## config.mk

```make
export PLATFORM = sky130hd
export DESIGN_NAME = source_address_checksum_table_top
export DESIGN_NICKNAME = d
export VERILOG_FILES = /design/src/rtl/core/sactbl_pkg.sv /design/src/rtl/core/sactbl_cell.sv /design/src/rtl/core/source_address_checksum_table_top.sv
export VERILOG_INCLUDE_DIRS = /design/src /design/src/rtl/core
export SDC_FILE = /design/constraint.sdc
export NUM_CORES = 2
export LEC_CHECK = 0
export ABC_AREA = 1
export BUFFER_PORTS_ARGS = -buffer_cell sky130_fd_sc_hd__clkbuf_2
export CAP_MARGIN = 20
export CELL_PAD_IN_SITES_DETAIL_PLACEMENT = 0
export CELL_PAD_IN_SITES_GLOBAL_PLACEMENT = 1
export CORE_AREA = 2 2 325 327
export DETAILED_ROUTE_END_ITERATION = 12
export DIE_AREA = 0 0 327 329
export PLACE_DENSITY_LB_ADDON = 0.05
export SLEW_MARGIN = 15
export SYNTH_ARGS = -nofsm -noshare
export SYNTH_HDL_FRONTEND = slang
export SYNTH_SLANG_ARGS = --single-unit
export TNS_END_PERCENT = 30
```

## constraint.sdc

```tcl
create_clock -name clk -period 25.7 [get_ports clk]
set_clock_uncertainty 0.15 [all_clocks]
set_input_delay 0 -clock clk [delete_from_list [all_inputs] [get_ports clk]]
set_output_delay 0 -clock clk [all_outputs]
set_load 0.02 [all_outputs]
```

## src/rtl/core/source_address_checksum_table_top_assert.svh

```systemverilog
// Assertion macros for the source-address checksum table.
// Included by the top level; each macro expects clk and rst in scope.
`ifndef SOURCE_ADDRESS_CHECKSUM_TABLE_TOP_ASSERT_SVH
`define SOURCE_ADDRESS_CHECKSUM_TABLE_TOP_ASSERT_SVH

// Same-cycle implication, disabled during reset.
`define SACT_ASSERT_NOW(label, ante, cons, msg) \
  label: assert property (@(posedge clk) disable iff (rst) (ante) |-> (cons)) \
    else $error(msg);

// Next-cycle implication, disabled during reset.
`define SACT_ASSERT_NEXT(label, ante, cons, msg) \
  label: assert property (@(posedge clk) disable iff (rst) (ante) |=> (cons)) \
    else $error(msg);

`endif

```

## src/rtl/core/sactbl_pkg.sv

```systemverilog
// Shared types and constants for the source-address checksum table.
// Used by sactbl_cell, source_address_checksum_table_top, sactbl_checker and the testbench; no dependencies.
package sactbl_pkg;

  // Table geometry.
  localparam int ENTRIES = 32;
  localparam int IDX_W   = (ENTRIES > 1) ? $clog2(ENTRIES) : 1;

  // Field widths.
  localparam int KEY_W         = 16;
  localparam int PAN_W         = 16;
  localparam int PSIZE_W       = 6;
  localparam int SADDR_W       = 16;
  localparam int EADDR_W       = 64;
  localparam int ENTRY_INDEX_W = 5;
  localparam int CFG_DATA_W    = 16;

  // Width that holds both a cell number and a partition size for comparison.
  localparam int CNT_W = ((IDX_W > PSIZE_W) ? IDX_W : PSIZE_W) + 1;

  // Register reset values.
  localparam logic [PAN_W-1:0]   PAN_ID_RESET    = '0;
  localparam logic [PSIZE_W-1:0] PSIZE_RESET     = PSIZE_W'(32);

  // Request functions.
  typedef enum logic [1:0] {
    FUNC_ADD_SHORT   = 2'd0,
    FUNC_CLEAR_SHORT = 2'd1,
    FUNC_ADD_EXT     = 2'd2,
    FUNC_CLEAR_EXT   = 2'd3
  } func_t;

  // Result status codes.
  typedef enum logic [1:0] {
    ST_OK       = 2'd0,
    ST_NOSPACE  = 2'd1,
    ST_NOTFOUND = 2'd2
  } status_t;

  // Configuration register indexes.
  typedef enum logic [0:0] {
    REG_PAN_ID         = 1'b0,
    REG_PARTITION_SIZE = 1'b1
  } reg_idx_t;

  // Request payload.
  typedef struct packed {
    func_t              func;
    logic [SADDR_W-1:0] saddr;
    logic [EADDR_W-1:0] eaddr;
  } sactbl_req_t;

  // Response payload.
  typedef struct packed {
    status_t                  status;
    logic [ENTRY_INDEX_W-1:0] entry_index;
    logic [KEY_W-1:0]         key;
  } sactbl_rsp_t;

  // Token that walks the cell chain, one cell per cycle.
  typedef struct packed {
    logic             active;
    logic             is_clear;
    logic [KEY_W-1:0] key;
    logic             found;
    logic [IDX_W-1:0] idx;
  } sactbl_tok_t;

endpackage

```

## src/rtl/core/sactbl_cell.sv

```systemverilog
// One table entry: a stored key, its valid bit and one stage of the token chain.
// Depends on sactbl_pkg.
module sactbl_cell (
  input  logic                       clk,
  input  logic                       rst,
  input  logic [sactbl_pkg::IDX_W-1:0]   cell_num,
  input  logic [sactbl_pkg::PSIZE_W-1:0] partition_size,
  input  sactbl_pkg::sactbl_tok_t    tok_in,
  output sactbl_pkg::sactbl_tok_t    tok_out
);
  import sactbl_pkg::*;

  logic             valid;
  logic [KEY_W-1:0] key;
  logic             in_range;
  logic             add_hit;
  logic             clr_hit;
  sactbl_tok_t      tok_next;

  // This entry takes part only when it lies below the partition size.
  assign in_range = CNT_W'(cell_num) < CNT_W'(partition_size);

  // An add claims the first free entry; a clear takes the first matching one.
  always_comb begin
    add_hit = tok_in.active && !tok_in.found && in_range && !tok_in.is_clear && !valid;
    clr_hit = tok_in.active && !tok_in.found && in_range && tok_in.is_clear && valid &&
              (key == tok_in.key);
  end

  // Mark the token once an entry has handled it.
  always_comb begin
    tok_next = tok_in;
    if (add_hit || clr_hit) begin
      tok_next.found = 1'b1;
      tok_next.idx   = cell_num;
    end
  end

  // Valid bit.
  always_ff @(posedge clk) begin
    if (rst) begin
      valid <= 1'b0;
    end else if (add_hit) begin
      valid <= 1'b1;
    end else if (clr_hit) begin
      valid <= 1'b0;
    end
  end

  // Stored key, written only by an add.
  always_ff @(posedge clk) begin
    if (add_hit) begin
      key <= tok_in.key;
    end
  end

  // Hand the token to the next cell.
  always_ff @(posedge clk) begin
    if (rst) begin
      tok_out.active <= 1'b0;
    end else begin
      tok_out <= tok_next;
    end
  end

endmodule

```

## src/rtl/core/source_address_checksum_table_top.sv

```systemverilog
// Top level of the source-address checksum table: key adder, cell chain, response stage.
// Depends on sactbl_pkg, sactbl_cell and source_address_checksum_table_top_assert.svh.
//
//   channel | direction | handshake          | payload
//   req     | in        | req_valid/req_stall | sactbl_req_t: func, saddr, eaddr
//   rsp     | out       | rsp_valid/rsp_stall | sactbl_rsp_t: status, entry_index, key
//   cfg     | in        | cfg_we              | cfg_index, cfg_data
//
// A response is built in order: the key adder works in the accepting cycle, the token is
// registered at the chain head and then passes through each cell in turn, and the response
// register loads the result. One request is in the chain at a time, so a new request is
// taken only once the token has left the last cell and no response waits in hold.
// Reset clears all valid bits at once, sets pan_id to 0 and partition_size to 32.
// A stalled response waits in a holding register; the chain then takes no new request.
`include "source_address_checksum_table_top_assert.svh"

module source_address_checksum_table_top (
  input  logic                           clk,
  input  logic                           rst,
  input  logic                           req_valid,
  output logic                           req_stall,
  input  sactbl_pkg::sactbl_req_t        req,
  output logic                           rsp_valid,
  input  logic                           rsp_stall,
  output sactbl_pkg::sactbl_rsp_t        rsp,
  input  logic                           cfg_we,
  input  sactbl_pkg::reg_idx_t           cfg_index,
  input  logic [sactbl_pkg::CFG_DATA_W-1:0] cfg_data
);
  import sactbl_pkg::*;

  logic [PAN_W-1:0]   pan_id;
  logic [PSIZE_W-1:0] partition_size;

  logic               req_accept;
  logic               chain_busy;
  logic               hold_valid;
  sactbl_rsp_t        hold;
  logic               out_free;
  logic               tok_exit;
  sactbl_rsp_t        exit_rsp;
  logic               is_clear;
  logic               is_ext;
  logic [KEY_W-1:0]   ext_sum;
  logic [KEY_W-1:0]   req_key;

  sactbl_tok_t        tok [ENTRIES+1];
  logic [ENTRIES:0]   tok_active;

  // Configuration registers.
  always_ff @(posedge clk) begin
    if (rst) begin
      pan_id         <= PAN_ID_RESET;
      partition_size <= PSIZE_RESET;
    end else if (cfg_we) begin
      unique case (cfg_index)
        REG_PAN_ID:         pan_id         <= cfg_data[PAN_W-1:0];
        REG_PARTITION_SIZE: partition_size <= cfg_data[PSIZE_W-1:0];
        default:            ;
      endcase
    end
  end

  // Request handshake: one request in flight, none while a response waits in hold.
  assign req_stall  = chain_busy || hold_valid;
  assign req_accept = req_valid && !req_stall;

  // Checksum key: 16-bit wrapping sum of pan_id and the address words.
  always_comb begin
    is_clear = (req.func == FUNC_CLEAR_SHORT) || (req.func == FUNC_CLEAR_EXT);
    is_ext   = (req.func == FUNC_ADD_EXT) || (req.func == FUNC_CLEAR_EXT);
    ext_sum  = (req.eaddr[15:0] + req.eaddr[31:16]) +
               (req.eaddr[47:32] + req.eaddr[63:48]);
    req_key  = pan_id + (is_ext ? ext_sum : req.saddr);
  end

  // Chain head: the accepted request becomes a token.
  always_ff @(posedge clk) begin
    if (rst) begin
      tok[0].active <= 1'b0;
    end else begin
      tok[0].active   <= req_accept;
      tok[0].is_clear <= is_clear;
      tok[0].key      <= req_key;
      tok[0].found    <= 1'b0;
      tok[0].idx      <= '0;
    end
  end

  // Row of entry cells.
  for (genvar i = 0; i < ENTRIES; i++) begin : g_cell
    sactbl_cell u_cell (
      .clk            (clk),
      .rst            (rst),
      .cell_num       (IDX_W'(i)),
      .partition_size (partition_size),
      .tok_in         (tok[i]),
      .tok_out        (tok[i+1])
    );
  end

  for (genvar i = 0; i <= ENTRIES; i++) begin : g_active
    assign tok_active[i] = tok[i].active;
  end

  // Response built from the token that leaves the last cell.
  always_comb begin
    tok_exit             = tok[ENTRIES].active;
    exit_rsp.key         = tok[ENTRIES].key;
    exit_rsp.entry_index = tok[ENTRIES].found ? ENTRY_INDEX_W'(tok[ENTRIES].idx) : '0;
    if (tok[ENTRIES].found) begin
      exit_rsp.status = ST_OK;
    end else if (tok[ENTRIES].is_clear) begin
      exit_rsp.status = ST_NOTFOUND;
    end else begin
      exit_rsp.status = ST_NOSPACE;
    end
  end

  // Chain occupancy.
  always_ff @(posedge clk) begin
    if (rst) begin
      chain_busy <= 1'b0;
    end else if (req_accept) begin
      chain_busy <= 1'b1;
    end else if (tok_exit) begin
      chain_busy <= 1'b0;
    end
  end

  assign out_free = !rsp_valid || !rsp_stall;

  // Holding register for a response that finds the output stalled.
  always_ff @(posedge clk) begin
    if (rst) begin
      hold_valid <= 1'b0;
    end else if (tok_exit && !out_free) begin
      hold_valid <= 1'b1;
    end else if (hold_valid && out_free) begin
      hold_valid <= 1'b0;
    end
  end

  always_ff @(posedge clk) begin
    if (tok_exit && !out_free) begin
      hold <= exit_rsp;
    end
  end

  // Response register.
  always_ff @(posedge clk) begin
    if (rst) begin
      rsp_valid <= 1'b0;
    end else begin
      priority if (hold_valid && out_free) begin
        rsp_valid <= 1'b1;
      end else if (tok_exit && out_free) begin
        rsp_valid <= 1'b1;
      end else if (!rsp_stall) begin
        rsp_valid <= 1'b0;
      end
    end
  end

  always_ff @(posedge clk) begin
    priority if (hold_valid && out_free) begin
      rsp <= hold;
    end else if (tok_exit && out_free) begin
      rsp <= exit_rsp;
    end
  end

  // Checks on chain occupancy and the holding register.
  `SACT_ASSERT_NOW(a_one_token, chain_busy, $onehot(tok_active), "chain must hold one token")
  `SACT_ASSERT_NOW(a_empty_chain, !chain_busy, tok_active == '0, "idle chain holds a token")
  `SACT_ASSERT_NOW(a_hold_free, tok_exit, !hold_valid, "token left chain while hold full")
  `SACT_ASSERT_NEXT(a_head_load, req_accept, tok[0].active, "accepted request not in chain")

endmodule

```

Word level (Yosys, flattened, before mapping)
Index checks and enable logic that the tools add are counted.
Widths: inputs -> output; s select.

operators by class
  $add $sub $neg = 4
  magnitude comparators = 32
  equal/unequal tests = 36
  mux-type cells = 77
  bitwise gates (word level) = 1
  reductions and logical operators = 399

operators by type and width
  cell                count
  $eq 16x16->1        32
  $logic_and 1x1->1   227
  $logic_not 1->1     99
  $lt 5x6->1 const A  16
  $mux 1              71
  $reduce_bool 2->1   35
  $add 16x16->16      4
  $lt 4x6->1 const A  8
  $mux 23             2
  $logic_or 1x1->1    36
  $lt 3x6->1 const A  4
  $mux 16             1
  $lt 1x6->1 const A  2
  $lt 2x6->1 const A  2
  $mux 5              1
  $eq 2x2->1 const B  2
  $mux 2              2
  $reduce_and 2->1    2
  $ne 3x1->1 const B  1
  $eq 2x1->1 const B  1
  $not 1->1           1

word-level totals
  register bits after elaboration = 1370
  input port bits = 104
  output and inout bits = 25
  logic and storage cells = 786

Logic depth before layout (Yosys ltp)
  depth in word-level cells = 8
  gate-level depth with buffers = 23
  depth with buffers taken out = 23

Modules after synthesis
Synthesis repeated with hierarchy kept, for this count alone.

second synthesis, totals
  cell total of the unflattened synthesis = 6216
  area, all modules = 63835.0 um^2

by module, submodules not included
  module                             times used  cells each  area an instance (um^2)  seq. area each (um^2)
  sactbl_cell                        32          174         1813.0                   1211.2
  source_address_checksum_table_top  1           648         5819.3                   2412.3

Worst setup path after synthesis
Ideal clock, no wire load.

  path kind = input -> register
  start point = input port rst
  end point = register pan_id[10]
  library setup time = 139 ps
  data arrival time = 21877 ps
  data required time = 25411 ps
  slack = 3534 ps
  cell stages on the path = 5
  buffers on the path = 2
  path through = clkbuf_1 > inv_1 > clkbuf_1 > o21ai_0 > nor2_1

RTL lines
  element                 line                                     text
  start: declaration      source_address_checksum_table_top.sv:19  input logic rst,
  end signal: assignment  source_address_checksum_table_top.sv:57  REG_PAN_ID: pan_id <= cfg_data[PAN_W-1:0];
  end: declaration        source_address_checksum_table_top.sv:32  logic [PAN_W-1:0] pan_id;

Worst setup path in the final report
  start point = input port req[1] (netlist name)
  end point = register tok[789] (netlist name), data pin

between the ends
  word-level cells in the longest chain between the ends = 4

ends and longest elaborated chain
  element                      line                                     text
  start: declaration           source_address_checksum_table_top.sv:22  input sactbl_pkg::sactbl_req_t req,
  $add 16x16->16 (2 in a row)  source_address_checksum_table_top.sv:72  ext_sum = (req.eaddr[15:0] + req.eaddr[31:16]) +
  $mux 16                      source_address_checksum_table_top.sv:74  req_key = pan_id + (is_ext ? ext_sum : req.saddr);
  $add 16x16->16               source_address_checksum_table_top.sv:74
  named net req_key[15]        source_address_checksum_table_top.sv:45  logic [KEY_W-1:0] req_key;
  end: declaration             source_address_checksum_table_top.sv:47  sactbl_tok_t tok [ENTRIES+1];

The timed path passes the listed nets, and every way through them passes these cells.
A chain may end at the register's enable or synchronous reset.

==> metrics.yaml <==
async_flop_share_pct: 0
crit_top_cell: "nand2_1"
ys_ff_latch: 1370
seq_area_frac_synth_pct: 75.0
start_util_pct: 51.4
ant_nets: 0
setup_viol: 0
yosys.area.top_type_share_pct: 71.6
clockBufferDepth: 3
fin_crit_ps: 4560
cts_resized: 0
end_kind: "register"
fin_nets: 4496
route.vias.total: 28800
rsz0062_at_grt: "false"
finalCoreUtilization_pct: 59.1
fin_cells: 5829
die_h_um: 329
hold_path.class: "in2reg"
post-place-cells: 5493
worstSetupPathType: "in2reg"
drive_gt1_share_pct: 11.1
status: "finished clean"
fmax_mhz: 219
sw_frac_of_total_pct: 22.2
grt_util_all_layers_pct: 18.8
first_global_vias: 28600
powerDensity_nw_per_um2: 79.0
slowest_delay_ps: 560
layout_common_cells: "edfxtp_1, inv_1, nand2_1"
overflow: 0
synth.cell_area_um2: 53700
fin_hold_ws_ps: 84.0
slew_headroom_pct: 29.2
grt_max_degree: 121
pwr-share-clk_pct: 40.3
mostFrequentLayoutCell: "edfxtp_1"
cap_violations: 0
synth_top_area_cell: "edfxtp_1"
core.rowCount: 119
drt_iter0_drc: 1876
wire_per_inst_um: 17.0
tightest_slew_ps: 1060
cts_hold_buffers: 84
viasPerCell: 4.94
first_pass_iters: 7
antenna_found_initial: 2
yosysUniqueCellTypes: 53
setup_tns_ps: 0
die_w_um: 327
synth_area_leaders: "edfxtp_1, inv_1, dfxtp_1"
finalCritPeriodShare_pct: 17.7
cts_tree: "done"
postSynthAreaPerCell_um2: 13.6
syn_nets: 4125
crit_chain: "clkbuf_2 -> inv_1 -> fa_1 -> fa_1 -> inv_1 -> ha_1 -> fa_1 -> nand2_1 -> nand3_1 -> a21oi_1 -> o21bai_1 -> nand2_1 -> inv_1 -> o21ai_0 -> ha_1 -> nand2_1 -> nor2_1 -> a211oi_1 -> o21ai_0 -> a21oi_1 -> nand3_1 -> dlygate4sd3_1 -> nand2_1 -> dlygate4sd3_1"
peakVddDrop_mv: 0.0633
p_sw_mw: 1.08
finalWeightedCongestion: 0.815
numCtsBuffers: 142
p_int_mw: 3.79
synth_top_flop_cell: "edfxtp_1"
layout_setup_ws_ps: 21140
port_buffers: 128
syn_inst: 3959
htree_num_levels: 4
cp_slowest_cell: "dlygate4sd3_1"
yosysWarnings: 0
stdcell_area_um2: 61600
crit_fanout: 5
grt_pass1_wl_um: 157000
cts.clk_slew.worst_paths_ps: 60
worstSetupStartpointType: "input port"
dp_slack_ps: 20960
cp.required_ps: 26160
area_delta_synth_final_pct: 14.8
remaining_drc_errors: 0
synth_edf_count: 1280
p_comb_share_pct: 5.9
core-area_um2: 104000
ios: 129
placed_cell_area_um2: 56300
crit_arrival_ps: 5020
power_mw: 4.87
cts_root_buf: "clkbuf_16"
seq_power_share_pct: 53.8
postRouteWirelength_um: 98800
p_leak_nw: 23.8
finalHoldViolCount: 0
cts_sinks: 1370
final_max_slew_viol_count: 0
post_cts_buffers: 0
rrSetupSlack_ps: 22640
die_area_um2: 108000
hpwl_um: 67300
insertion_delay_ps: 750
[worst max-delay path: cells and delay by family]
kind / cells / cell delay, ps
buf+inv: 6 / 1290
compound gates: 6 / 1130
fa+ha+maj: 5 / 1990
simple gates: 7 / 590
[Yosys cell counts, types with 6 or more instances]
cell type / number
nor3_1: 60
nand4_1: 70
o211ai_1: 13
o21ai_0: 112
o2111ai_1: 10
nand2_2: 7
a211oi_1: 7
mux2_2: 18
dfxtp_1: 90
nor4_1: 10
ha_1: 31
nor3b_1: 6
a21oi_1: 90
nor3_2: 8
edfxtp_1: 1280
or2_1: 41
a22o_1: 21
xnor2_1: 106
xor2_1: 115
nand3_1: 124
clkbuf_1: 16
inv_1: 645
fa_1: 31
or2_2: 80
nand2_1: 464
o22ai_1: 67
o211a_1: 8
nor2_1: 379
[power by group through the flow]
stage | clock network [mW] | logic, mW | registers (mW)
2_1_floorplan | 0 | 0.198 | 2.68
3_3_place_gp | 0 | 0.268 | 2.67
3_5_place_dp | 0 | 0.271 | 2.67
4_1_cts | 2.02 | 0.292 | 2.62
5_1_grt | 2.10 | 0.329 | 2.63
6_report | 1.96 | 0.287 | 2.62
[final timing paths]
| path | startpoint | end | cells past startpoint |
|---|---|---|---|
| worst min-delay path | cfg_data[0] | partition_size[0] | 4 |
| worst min register to register | g_cell[18].u_cell.tok_out[23] | g_cell[19].u_cell.tok_out[23] | 2 |
| worst max-delay path | req[1] | tok[789] | 24 |
| worst max register to register | pan_id[0] | tok[784] | 10 |
[cell families after synthesis]
logic type,share of synthesized area [%]
multiplexers,0.415
AND/OR/NAND/NOR,10.5
adder cells (fa/ha/maj),1.88
flip-flops,75.0
buffers and inverters,4.68
XOR/XNOR,3.61
AO/OA/AOI/OAI,3.92
[final cells by class]
class	count	area, µm²
fillers	8317	42700
flip-flops and latches	1370	40200
multi-input cells	1920	11000
clock buffers	198	3860
inverters	650	2450
well taps	1391	1740
repair buffers	246	1740
clock inverters	53	593
diodes	1	2.50
[metal layers]
| metal | routed length, µm | GRT usage (%) | part of all wire, % | vias to the layer above |
|---|---|---|---|---|
| met3 | 3900 | 3.29 | 4.0 | 189 |
| met4 | 2870 | 6.75 | 2.9 | 2 |
| met5 | 18 | 0 | 0.018 | - |
| met1 | 45100 | 25.7 | 46 | 13800 |
| met2 | 46900 | 30.5 | 47 | 455 |
| li1 | - | - | - | 14300 |
[registers in the layout, summed over array words and instances, names as in the netlist]
register,cells
chain_busy,1
g_cell.u_cell.key,512
g_cell.u_cell.tok_out,737
g_cell.u_cell.valid,32
hold,23
hold_valid,1
pan_id,16
partition_size,6
rsp,23
rsp_valid,1
tok,18
Note: power is estimated with default switching activity, not from simulation.
